===== config.mk =====
export PLATFORM = sky130hd
export DESIGN_NAME = kmeans_centroid_update_core
export DESIGN_NICKNAME = d
export VERILOG_FILES = /design/src/rtl/core/kmcu_pkg.sv /design/src/rtl/core/kmcu_ram.sv /design/src/rtl/core/kmeans_centroid_update_core.sv
export VERILOG_INCLUDE_DIRS = /design/src /design/src/rtl/core
export SDC_FILE = /design/constraint.sdc
export NUM_CORES = 2
export LEC_CHECK = 0
export BUFFER_PORTS_ARGS = -buffer_cell sky130_fd_sc_hd__buf_2
export CAP_MARGIN = 20
export CORE_UTILIZATION = 47
export DETAILED_ROUTE_END_ITERATION = 10
export GPL_TIMING_DRIVEN = 0
export HOLD_SLACK_MARGIN = 0.06
export SYNTH_ARGS = -nofsm -noshare
export SYNTH_HDL_FRONTEND = slang
export SYNTH_SLANG_ARGS = --single-unit
export TNS_END_PERCENT = 50

===== constraint.sdc =====
create_clock -name clk -period 19.4 [get_ports clk]
set_input_delay 0.97 -clock clk [delete_from_list [all_inputs] [get_ports clk]]
set_output_delay 0.97 -clock clk [all_outputs]
set_load 0.01 [all_outputs]

===== src/rtl/core/kmeans_centroid_update_core_macros.svh =====
// Assertion macros shared by the k-means centroid update RTL.
`ifndef KMEANS_CENTROID_UPDATE_CORE_MACROS_SVH
`define KMEANS_CENTROID_UPDATE_CORE_MACROS_SVH

// Same-cycle implication, sampled on clk, quiet while rst_n is low.
`define KMCU_ASSERT_NOW(label, ante, cons, msg) \
    label: assert property (@(posedge clk) disable iff (!rst_n) (ante) |-> (cons)) \
        else $error(msg);

// Next-cycle implication, sampled on clk, quiet while rst_n is low.
`define KMCU_ASSERT_NEXT(label, ante, cons, msg) \
    label: assert property (@(posedge clk) disable iff (!rst_n) (ante) |=> (cons)) \
        else $error(msg);

`endif


===== src/rtl/core/kmcu_pkg.sv =====
// Types and constants of the k-means centroid update core.
package kmcu_pkg;

    localparam int COORD_W   = 16;   // Q4.11 coordinate
    localparam int SUM_W     = 32;   // coordinate sum
    localparam int IDX_OUT_W = 6;    // cluster field on the ports
    localparam int NC_W      = 7;    // num_clusters register
    localparam int REM_W     = 17;   // divider partial remainder
    localparam int QUO_STEPS = 16;   // quotient bits, one per cycle
    localparam int STEP_W    = 4;    // counts QUO_STEPS
    localparam int LANES     = 3;    // x, y, z

    localparam logic [NC_W-1:0] NC_RST = 7'd16;

    // Register addresses
    localparam logic [0:0] REG_NUM_CLUSTERS = 1'b0;

    // Command codes
    localparam logic [1:0] CMD_ACC    = 2'd0;
    localparam logic [1:0] CMD_FINISH = 2'd1;
    localparam logic [1:0] CMD_LOAD   = 2'd2;

    typedef enum logic [2:0] {
        ST_RUN,   // take points, loads and finish commands
        ST_RD,    // issue reads for the current cluster
        ST_LD,    // load divider lanes from read data
        ST_DIV,   // one quotient bit per cycle
        ST_OUT    // hand the new center to the output register
    } state_t;

endpackage


===== src/rtl/core/kmcu_ram.sv =====
// Generic single-write, single-read synchronous RAM with registered read data.
module kmcu_ram #(
    parameter int WIDTH = 8,
    parameter int DEPTH = 16
) (
    input  logic                                   clk,
    input  logic                                   we,
    input  logic [((DEPTH > 1) ? $clog2(DEPTH) : 1)-1:0] waddr,
    input  logic [WIDTH-1:0]                       wdata,
    input  logic                                   re,
    input  logic [((DEPTH > 1) ? $clog2(DEPTH) : 1)-1:0] raddr,
    output logic [WIDTH-1:0]                       rdata
);

    logic [WIDTH-1:0] mem [DEPTH];
    logic [WIDTH-1:0] rdata_reg;

    always_ff @(posedge clk)
    begin
        if (we)
        begin
            mem[waddr] <= wdata;
        end
        if (re)
        begin
            rdata_reg <= mem[raddr];
        end
    end

    assign rdata = rdata_reg;

endmodule


===== src/rtl/core/kmeans_centroid_update_core.sv =====
// Top level of the k-means centroid update core for 3-D Q4.11 points.
//
// Input stream (s_*): one transfer carries a command in s_tuser (accumulate,
// finish, load) with a cluster number and a point in s_tdata. Accumulate
// adds the point to that cluster's sums and member count; load sets the
// cluster's stored center. Both are accepted back to back: the sum memory
// is read at accept and written in the following cycle, and a one-entry
// forward path covers a read of the entry being written.
// Finish walks clusters 0..k-1. Per cluster: a read state, a load state, the
// three-lane restoring divider (one quotient bit per cycle) and an output
// state. Input is held off during the pass, and the last output of the pass
// clears the sum valid bits.
// Output stream (m_*): one transfer per cluster with index and new center in
// m_tdata, m_tlast on the last cluster and m_tuser set there if any center
// moved. The output register holds its result while m_tready is low; the
// walk pauses until the slot frees.
// Configuration: num_clusters at address 0 over the APB port. The user must
// write it only while the block is idle; the block itself does not enforce it.
// Reset sets it to 16 and clears the valid bits of both memories, so every
// sum, count and center reads as zero without a clearing pass.
`include "kmeans_centroid_update_core_macros.svh"

module kmeans_centroid_update_core #(
    parameter int MAX_CLUSTERS = 16,
    parameter int MAX_POINTS   = 65536
) (
    input  logic        clk,
    input  logic        rst_n,
    // Input stream
    input  logic        s_tvalid,
    output logic        s_tready,
    input  logic [55:0] s_tdata,   // cluster[5:0], point_x[21:6], point_y[37:22],
                                   // point_z[53:38], zero fill [55:54]
    input  logic [1:0]  s_tuser,   // command[1:0]
    // Output stream
    output logic        m_tvalid,
    input  logic        m_tready,
    output logic [55:0] m_tdata,   // center_index[5:0], center_x[21:6],
                                   // center_y[37:22], center_z[53:38], zero fill
    output logic [0:0]  m_tuser,   // any_changed[0]
    output logic        m_tlast,   // last_center
    // Configuration port
    input  logic        psel,
    input  logic        penable,
    input  logic        pwrite,
    input  logic [0:0]  paddr,
    input  logic [31:0] pwdata,
    output logic [31:0] prdata,
    output logic        pready
);

    localparam int IDX_W  = (MAX_CLUSTERS > 1) ? $clog2(MAX_CLUSTERS) : 1;
    localparam int CNT_W  = $clog2(MAX_POINTS + 1);
    localparam int CW     = kmcu_pkg::COORD_W;
    localparam int SW     = kmcu_pkg::SUM_W;
    localparam int SUMS_W = 3 * SW + CNT_W;
    localparam int CTR_W  = 3 * CW;
    localparam logic [CNT_W-1:0]         CNT_MAX = CNT_W'(MAX_POINTS);
    localparam logic [kmcu_pkg::NC_W-1:0] K_MAX  = kmcu_pkg::NC_W'(MAX_CLUSTERS);

    // ------------------------------------------------------------------
    // Configuration register
    // ------------------------------------------------------------------
    logic [kmcu_pkg::NC_W-1:0] nc_reg;
    logic [kmcu_pkg::NC_W-1:0] k_eff;

    assign pready = 1'b1;
    assign prdata = (paddr == kmcu_pkg::REG_NUM_CLUSTERS) ? 32'(nc_reg) : 32'd0;

    always_ff @(posedge clk or negedge rst_n)
    begin
        if (!rst_n)
        begin
            nc_reg <= kmcu_pkg::NC_RST;
        end
        else if (psel && penable && pwrite && pready &&
                 paddr == kmcu_pkg::REG_NUM_CLUSTERS)
        begin
            nc_reg <= pwdata[kmcu_pkg::NC_W-1:0];
        end
    end

    // Clamp k to 1..MAX_CLUSTERS.
    always_comb
    begin
        if (nc_reg == '0)
        begin
            k_eff = kmcu_pkg::NC_W'(1);
        end
        else if (nc_reg > K_MAX)
        begin
            k_eff = K_MAX;
        end
        else
        begin
            k_eff = nc_reg;
        end
    end

    // ------------------------------------------------------------------
    // Input unpacking and command decode
    // ------------------------------------------------------------------
    logic [1:0]                       s_cmd;
    logic [kmcu_pkg::IDX_OUT_W-1:0]   s_cluster;
    logic [CW-1:0]                    s_pt [kmcu_pkg::LANES];
    logic                             s_fire;
    logic                             in_range;
    logic                             acc_go;
    logic                             ld_go;
    logic                             fin_go;

    assign s_cmd     = s_tuser;
    assign s_cluster = s_tdata[5:0];
    assign s_pt[0]   = s_tdata[21:6];
    assign s_pt[1]   = s_tdata[37:22];
    assign s_pt[2]   = s_tdata[53:38];

    assign s_fire   = s_tvalid && s_tready;
    assign in_range = {1'b0, s_cluster} < k_eff;
    assign acc_go   = s_fire && (s_cmd == kmcu_pkg::CMD_ACC) && in_range;
    assign ld_go    = s_fire && (s_cmd == kmcu_pkg::CMD_LOAD) && in_range;
    assign fin_go   = s_fire && (s_cmd == kmcu_pkg::CMD_FINISH);

    // ------------------------------------------------------------------
    // Control state machine
    // ------------------------------------------------------------------
    kmcu_pkg::state_t state_reg;
    kmcu_pkg::state_t state_next;

    logic [IDX_W-1:0]            idx_reg;
    logic [kmcu_pkg::STEP_W-1:0] step_reg;
    logic                        out_vld_reg;
    logic                        out_ok;
    logic                        is_last;

    logic rd_issue;
    logic lanes_load;
    logic div_step;
    logic out_load;
    logic clear_sums;

    assign out_ok  = !out_vld_reg || m_tready;
    assign is_last = (kmcu_pkg::NC_W'(idx_reg) + kmcu_pkg::NC_W'(1)) == k_eff;

    always_comb
    begin
        state_next = state_reg;
        unique case (state_reg)
            kmcu_pkg::ST_RUN:
            begin
                if (fin_go)
                begin
                    state_next = kmcu_pkg::ST_RD;
                end
            end
            kmcu_pkg::ST_RD:
            begin
                state_next = kmcu_pkg::ST_LD;
            end
            kmcu_pkg::ST_LD:
            begin
                state_next = kmcu_pkg::ST_DIV;
            end
            kmcu_pkg::ST_DIV:
            begin
                if (step_reg == kmcu_pkg::STEP_W'(kmcu_pkg::QUO_STEPS - 1))
                begin
                    state_next = kmcu_pkg::ST_OUT;
                end
            end
            kmcu_pkg::ST_OUT:
            begin
                if (out_ok)
                begin
                    state_next = is_last ? kmcu_pkg::ST_RUN : kmcu_pkg::ST_RD;
                end
            end
            default:
            begin
                state_next = kmcu_pkg::ST_RUN;
            end
        endcase
    end

    always_comb
    begin
        s_tready   = 1'b0;
        rd_issue   = 1'b0;
        lanes_load = 1'b0;
        div_step   = 1'b0;
        out_load   = 1'b0;
        clear_sums = 1'b0;
        unique case (state_reg)
            kmcu_pkg::ST_RUN: s_tready   = 1'b1;
            kmcu_pkg::ST_RD:  rd_issue   = 1'b1;
            kmcu_pkg::ST_LD:  lanes_load = 1'b1;
            kmcu_pkg::ST_DIV: div_step   = 1'b1;
            kmcu_pkg::ST_OUT:
            begin
                out_load   = out_ok;
                clear_sums = out_ok && is_last;
            end
            default:
            begin
                s_tready = 1'b0;
            end
        endcase
    end

    always_ff @(posedge clk or negedge rst_n)
    begin
        if (!rst_n)
        begin
            state_reg <= kmcu_pkg::ST_RUN;
            idx_reg   <= '0;
            step_reg  <= '0;
        end
        else
        begin
            state_reg <= state_next;
            if (fin_go)
            begin
                idx_reg <= '0;
            end
            else if (out_load && !is_last)
            begin
                idx_reg <= idx_reg + 1'b1;
            end
            if (lanes_load)
            begin
                step_reg <= '0;
            end
            else if (div_step)
            begin
                step_reg <= step_reg + 1'b1;
            end
        end
    end

    // ------------------------------------------------------------------
    // Sum memory: {sum_z, sum_y, sum_x, member_count} per cluster
    // ------------------------------------------------------------------
    logic                    sum_we;
    logic [IDX_W-1:0]        sum_waddr;
    logic [SUMS_W-1:0]       sum_wdata;
    logic                    sum_re;
    logic [IDX_W-1:0]        sum_raddr;
    logic [SUMS_W-1:0]       sum_rdata;
    logic [MAX_CLUSTERS-1:0] sum_vld_reg;
    logic [IDX_W-1:0]        rd_addr_reg;

    // Last write, forwarded to a read of the same entry issued in that cycle.
    logic                    fwd_vld_reg;
    logic [IDX_W-1:0]        fwd_addr_reg;
    logic [SUMS_W-1:0]       fwd_data_reg;

    logic [SUMS_W-1:0]       sum_cur;
    logic [CNT_W-1:0]        cnt_cur;
    logic [SW-1:0]           sum_lane [kmcu_pkg::LANES];

    // Accumulate stage: point waiting for its sums to come back.
    logic                    acc_vld_reg;
    logic [CW-1:0]           acc_pt_reg [kmcu_pkg::LANES];

    assign sum_re    = acc_go || rd_issue;
    assign sum_raddr = rd_issue ? idx_reg : s_cluster[IDX_W-1:0];

    always_comb
    begin
        if (!sum_vld_reg[rd_addr_reg])
        begin
            sum_cur = '0;
        end
        else if (fwd_vld_reg && fwd_addr_reg == rd_addr_reg)
        begin
            sum_cur = fwd_data_reg;
        end
        else
        begin
            sum_cur = sum_rdata;
        end
    end

    assign cnt_cur     = sum_cur[CNT_W-1:0];
    assign sum_lane[0] = sum_cur[CNT_W +: SW];
    assign sum_lane[1] = sum_cur[CNT_W + SW +: SW];
    assign sum_lane[2] = sum_cur[CNT_W + 2 * SW +: SW];

    // Drop the point once the count is full.
    assign sum_we    = acc_vld_reg && (cnt_cur < CNT_MAX);
    assign sum_waddr = rd_addr_reg;
    assign sum_wdata = {
        sum_lane[2] + {{(SW - CW){acc_pt_reg[2][CW-1]}}, acc_pt_reg[2]},
        sum_lane[1] + {{(SW - CW){acc_pt_reg[1][CW-1]}}, acc_pt_reg[1]},
        sum_lane[0] + {{(SW - CW){acc_pt_reg[0][CW-1]}}, acc_pt_reg[0]},
        cnt_cur + 1'b1
    };

    kmcu_ram #(
        .WIDTH (SUMS_W),
        .DEPTH (MAX_CLUSTERS)
    ) u_sum_ram (
        .clk   (clk),
        .we    (sum_we),
        .waddr (sum_waddr),
        .wdata (sum_wdata),
        .re    (sum_re),
        .raddr (sum_raddr),
        .rdata (sum_rdata)
    );

    always_ff @(posedge clk or negedge rst_n)
    begin
        if (!rst_n)
        begin
            sum_vld_reg <= '0;
            fwd_vld_reg <= 1'b0;
            acc_vld_reg <= 1'b0;
        end
        else
        begin
            acc_vld_reg <= acc_go;
            if (clear_sums)
            begin
                sum_vld_reg <= '0;
                fwd_vld_reg <= 1'b0;
            end
            else if (sum_we)
            begin
                sum_vld_reg[sum_waddr] <= 1'b1;
                fwd_vld_reg            <= 1'b1;
            end
        end
    end

    always_ff @(posedge clk)
    begin
        if (sum_re)
        begin
            rd_addr_reg <= sum_raddr;
        end
        if (acc_go)
        begin
            acc_pt_reg <= s_pt;
        end
        if (sum_we)
        begin
            fwd_addr_reg <= sum_waddr;
            fwd_data_reg <= sum_wdata;
        end
    end

    // ------------------------------------------------------------------
    // Center memory: {z, y, x} per cluster
    // ------------------------------------------------------------------
    logic                    ctr_we;
    logic [IDX_W-1:0]        ctr_waddr;
    logic [CTR_W-1:0]        ctr_wdata;
    logic [CTR_W-1:0]        ctr_rdata;
    logic [CTR_W-1:0]        ctr_cur;
    logic [MAX_CLUSTERS-1:0] ctr_vld_reg;
    logic [CW-1:0]           new_ctr [kmcu_pkg::LANES];

    assign ctr_we    = ld_go || out_load;
    assign ctr_waddr = ld_go ? s_cluster[IDX_W-1:0] : idx_reg;
    assign ctr_wdata = ld_go ? {s_pt[2], s_pt[1], s_pt[0]}
                             : {new_ctr[2], new_ctr[1], new_ctr[0]};
    assign ctr_cur   = ctr_vld_reg[idx_reg] ? ctr_rdata : '0;

    kmcu_ram #(
        .WIDTH (CTR_W),
        .DEPTH (MAX_CLUSTERS)
    ) u_ctr_ram (
        .clk   (clk),
        .we    (ctr_we),
        .waddr (ctr_waddr),
        .wdata (ctr_wdata),
        .re    (rd_issue),
        .raddr (idx_reg),
        .rdata (ctr_rdata)
    );

    always_ff @(posedge clk or negedge rst_n)
    begin
        if (!rst_n)
        begin
            ctr_vld_reg <= '0;
        end
        else if (ctr_we)
        begin
            ctr_vld_reg[ctr_waddr] <= 1'b1;
        end
    end

    // ------------------------------------------------------------------
    // Three-lane restoring divider: |sum| / count, one bit per cycle.
    // The mean of Q4.11 values stays below 2^16, so the top 16 dividend
    // bits seed the remainder and only 16 steps remain.
    // ------------------------------------------------------------------
    logic [kmcu_pkg::REM_W-1:0] rem_reg  [kmcu_pkg::LANES];
    logic [kmcu_pkg::REM_W-1:0] rem_next [kmcu_pkg::LANES];
    logic [CW-1:0]              quo_reg  [kmcu_pkg::LANES];
    logic [CW-1:0]              quo_next [kmcu_pkg::LANES];
    logic [CW-1:0]              old_reg  [kmcu_pkg::LANES];
    logic [SW-1:0]              mag      [kmcu_pkg::LANES];
    logic [kmcu_pkg::LANES-1:0] neg_reg;
    logic [kmcu_pkg::REM_W-1:0] div_reg;
    logic                       empty_reg;
    logic [kmcu_pkg::LANES-1:0] lane_chg;
    logic                       chg;

    always_comb
    begin
        logic [kmcu_pkg::REM_W:0] trial;
        logic                     ge;
        for (int l = 0; l < kmcu_pkg::LANES; l++)
        begin
            mag[l] = sum_lane[l][SW-1] ? (SW'(0) - sum_lane[l]) : sum_lane[l];

            trial       = {rem_reg[l], quo_reg[l][CW-1]};
            ge          = trial >= {1'b0, div_reg};
            rem_next[l] = ge ? kmcu_pkg::REM_W'(trial - {1'b0, div_reg})
                             : trial[kmcu_pkg::REM_W-1:0];
            quo_next[l] = {quo_reg[l][CW-2:0], ge};

            // Empty cluster keeps its stored center.
            if (empty_reg)
            begin
                new_ctr[l] = old_reg[l];
            end
            else
            begin
                new_ctr[l] = neg_reg[l] ? (CW'(0) - quo_reg[l]) : quo_reg[l];
            end
            lane_chg[l] = new_ctr[l] != old_reg[l];
        end
    end

    assign chg = |lane_chg;

    always_ff @(posedge clk)
    begin
        if (lanes_load)
        begin
            for (int l = 0; l < kmcu_pkg::LANES; l++)
            begin
                rem_reg[l] <= kmcu_pkg::REM_W'(mag[l][SW-1:CW]);
                quo_reg[l] <= mag[l][CW-1:0];
                neg_reg[l] <= sum_lane[l][SW-1];
                old_reg[l] <= ctr_cur[l * CW +: CW];
            end
            div_reg   <= kmcu_pkg::REM_W'(cnt_cur);
            empty_reg <= cnt_cur == '0;
        end
        else if (div_step)
        begin
            rem_reg <= rem_next;
            quo_reg <= quo_next;
        end
    end

    // ------------------------------------------------------------------
    // Output register
    // ------------------------------------------------------------------
    logic                 chg_acc_reg;
    logic                 out_last_reg;
    logic                 out_chg_reg;
    logic [53:0]          out_data_reg;

    always_ff @(posedge clk or negedge rst_n)
    begin
        if (!rst_n)
        begin
            out_vld_reg <= 1'b0;
            chg_acc_reg <= 1'b0;
        end
        else
        begin
            if (out_load)
            begin
                out_vld_reg <= 1'b1;
            end
            else if (m_tready)
            begin
                out_vld_reg <= 1'b0;
            end
            if (fin_go)
            begin
                chg_acc_reg <= 1'b0;
            end
            else if (out_load)
            begin
                chg_acc_reg <= chg_acc_reg || chg;
            end
        end
    end

    always_ff @(posedge clk)
    begin
        if (out_load)
        begin
            out_data_reg <= {new_ctr[2], new_ctr[1], new_ctr[0],
                             kmcu_pkg::IDX_OUT_W'(idx_reg)};
            out_last_reg <= is_last;
            out_chg_reg  <= is_last && (chg_acc_reg || chg);
        end
    end

    assign m_tvalid   = out_vld_reg;
    assign m_tdata    = {2'b00, out_data_reg};
    assign m_tuser[0] = out_chg_reg;
    assign m_tlast    = out_last_reg;

    // ------------------------------------------------------------------
    // Assertions
    // ------------------------------------------------------------------
    `KMCU_ASSERT_NOW(a_chg_only_last, m_tvalid && m_tuser[0], m_tlast,
        "any_changed set on a result that is not the last")
    `KMCU_ASSERT_NOW(a_acc_only_run, acc_vld_reg, state_reg == kmcu_pkg::ST_RUN,
        "sum write-back outside the accumulate phase")
    `KMCU_ASSERT_NEXT(a_sums_cleared, clear_sums, sum_vld_reg == '0,
        "sum valid bits not cleared after finish")
    `KMCU_ASSERT_NEXT(a_idx_advance, out_load && !is_last,
        idx_reg == IDX_W'($past(idx_reg) + 1'b1),
        "finish walk skipped or repeated a cluster")

endmodule


==> results.sh <==
export IMPL_cp_arrival_ns=9.90
export IMPL_fin_crit_sh_pct=48.20
export IMPL_synth_cell_type_count=94
export IMPL_chipHeight_um=537.9
export IMPL_hpwlAfterDp_um=319700
export IMPL_holdWs_ns=0.2620
export IMPL_nets=10709
export IMPL_cts_tree="built"
export IMPL_finalPower_mw=18.97
export IMPL_insertion_delay_ns=0.94
export IMPL_viasPerCell=6.117
export IMPL_critical_path_required_ns=19.95
export IMPL_htreeDepth=5
export IMPL_cts_sinks=3182
export IMPL_synth_flop_cell="edfxtp_1"
export IMPL_yosysTopAreaCell="edfxtp_1"
export IMPL_largest_register="u_sum_ram.mem"
export IMPL_async_reset_ff_share_pct=1.697
export IMPL_finalClockSkew_ns=0.05619
export IMPL_synth_edf_count=3125
export IMPL_dr_pass1_iters=6
export IMPL_cap_violations=0
export IMPL_clkTransAtPathRegs_ns=0.06
export IMPL_numCtsBuffers=337
export IMPL_core_area_um2=285500
export IMPL_wirelength_um=440000
export IMPL_post_cts_setup_buffers=0
export IMPL_antenna_found_initial=30
export IMPL_rsz0062_at_grt="no"
export IMPL_rows=196
export IMPL_initial_utilization_pct=47.29
export IMPL_grt_pass1_vias=84578
export IMPL_drc=0
export IMPL_die_area_um2=289300
export IMPL_cts_max_path_buffers=4
export IMPL_status="complete, no violations"
export IMPL_max_freq_ghz=0.1070
export IMPL_wire_per_inst_um=30.32
export IMPL_syn_inst=9649
export IMPL_ir_worst_vdd_mv=0.09432
export IMPL_postRouteAntennaNets=0
export IMPL_avgSynthCellArea_um2=13.99
export IMPL_boundaryPins=191
export IMPL_via_count=88756
export IMPL_root_buffer="clkbuf_16"
export IMPL_syn_area_um2=135000
export IMPL_path_class="reg -> reg"
export IMPL_crit_path_start_kind="register"
export IMPL_maxSlewHeadroom_pct=14.21
export IMPL_dr_first_iter_drc_count=11513
export IMPL_cp_max_fo=17
export IMPL_area_delta_synth_final_pct=15.76
export IMPL_overflow=0
export IMPL_synth_top_cell_area_share_pct=69.52
export IMPL_ys_seq_area_share_pct=70.57
export IMPL_leakagePower_nw=54.75
export IMPL_io_buffer_count=133
export IMPL_worst_pin_slew_ns=1.287
export IMPL_die_w_um=537.9
export IMPL_grt_total_usage_pct=30.02
export IMPL_reg_top3="u_sum_ram.mem (1808), u_ctr_ram.mem (768)"
export IMPL_layout_drive_gt1_share_pct=13.64
export IMPL_power_density_nw_per_um2=121.4
export IMPL_grt_start_max_net_pins=60
export IMPL_worstSetupEndpointType="register"
export IMPL_ys_top_cells_by_area="edfxtp_1 (70%), nand2_1 (5.6%), mux4_2 (4.2%)"
export IMPL_gp_congestion=0.9662
export IMPL_period_minus_slack_ns=9.350
export IMPL_hold_viol_final=0
export IMPL_hold_path_class="in -> reg"
export IMPL_largest_register_ffs=1808
export IMPL_slew_violations=0
export IMPL_final_setup_viol_count=0
export IMPL_ys_seq_elements=3182
export IMPL_yosys_warnings=0
export IMPL_grt_pass1_wl_um=616600
[through the flow]
stage / utilization (%) / TNS (ns) / area (um^2) / setup WS [ns] / std cells
3_5_place_dp: 50.88 / 0 / 145300 / 10.45 / 13836
3_3_place_gp: 49.21 / -8774.00 / 140500 / -8.829 / 13573
4_1_cts: 54.61 / 0 / 155900 / 10.41 / 14445
6_report: 54.74 / 0 / 156300 / 10.05 / 14510
5_1_grt: 54.72 / 0 / 156200 / 10.01 / 14484
2_1_floorplan: - / 0 / 135100 / 3.125 / 9678
[power breakdown]
part | total (mW) | switching (mW) | internal [mW] | leakage [nW]
sequential | 8.40 | 0.224 | 8.18 | 29.5
clock | 6.27 | 2.73 | 3.54 | 5.16
combinational | 4.29 | 2.90 | 1.39 | 20.1
total | 19.0 | 5.86 | 13.1 | 54.7
[kinds of logic after synthesis]
family,synth area share (%)
adders and majority gates,1.563
buffers and inverters,2.039
AOI/OAI and AO/OA,5.399
and+or+nand+nor,12.44
other,0.005564
xor gates and xnor gates,1.921
muxes,6.063
DFF,70.57
[final cells by class]
class	instances	area, um^2
antenna	33	82.58
multi-input combinational	5827	37580
inverter	97	366.6
clock buffer	425	8877
tap	3762	4707
fill	23394	129200
timing repair buffer	429	5213
buffer	572	2437
clock inverter	183	1737
sequential	3182	95250
[cells in the mapped netlist, drive strengths merged (52+ instances only)]
master,instances
a21o,64
o22ai,52
mux2,91
xnor2,172
and2,62
nand3,956
mux2i,155
and3,136
nor3,84
a21oi,158
nor2,325
ha,159
edfxtp,3125
o21a,59
xor2,121
nand2,2013
mux4,249
buf,108
a311oi,226
o21ai,147
a31oi,151
clkbuf,464
inv,94
dfrtp,53
[layout by cell type, fill, tap and decap left out, types with 52 or more instances in the layout]
cell type and count:
ha_1 159, mux2_2 91, a311oi_1 226, nand2_1 2011
dfrtp_1 53, clkbuf_16 340, and3_1 136, o22ai_1 52
mux4_2 249, nor2_1 296, buf_6 65, nand3_1 956
a31oi_1 151, inv_1 92, buf_2 162, nor3_1 77
clkbuf_1 509, buf_4 117, edfxtp_1 3125, o21a_1 59
clkinv_1 76, buf_12 95, mux2i_1 154, xnor2_1 147
and2_1 62, a21oi_1 155, a21o_1 64, o21ai_0 146
xor2_1 118
[worst paths after layout]
path,from,endpoint,slack (ns),cells after the start
max,rd_addr_reg[2],u_sum_ram.mem[0][78],10.05,21
min,s_tdata[23],acc_pt_reg[17],0.26,1
max reg2reg,rd_addr_reg[2],u_sum_ram.mem[0][78],10.05,21
min reg2reg,ctr_vld_reg[12],ctr_vld_reg[12],0.47,1
max in group asynchronous,rst_n,nc_reg[4],18.39,3
min in group asynchronous,rst_n,chg_acc_reg,0.59,3
[per-layer routing]
| metal | up-vias | share of wire, % | track usage, % |
|---|---|---|---|
| met4 | 12 | 4.1 | 12.40 |
| li1 | 38096 | - | - |
| met5 | - | 0.017 | 0 |
| met2 | 4519 | 46 | 46.62 |
| met3 | 738 | 9.6 | 6.067 |
| met1 | 45391 | 40 | 41.45 |
[worst max-delay path: stages (launching register included)]
cell and delay [ns]:
edfxtp_1 0.39, buf_4 0.21, xnor2_1 0.20, nand3_1 0.73, nor2_1 1.12, buf_2 0.75, buf_4 0.47, buf_2 0.63
buf_2 0.72, nand2_1 0.11, a21oi_1 0.26, ha_1 0.26, a21o_1 0.13, a21oi_1 0.13, o21ai_0 0.33, a21oi_1 0.18
nor3_1 0.57, o211ai_1 0.25, a31oi_1 0.34, a21o_1 0.17, a21oi_1 0.09, xnor2_2 0.85
[what timing repair did]
item / CTS / global route
hold buffers: 1 / 0
hold endpoints to repair: 17 / 0
gates resized for setup: 0 / 0
Power figures use the tool's default switching activity.
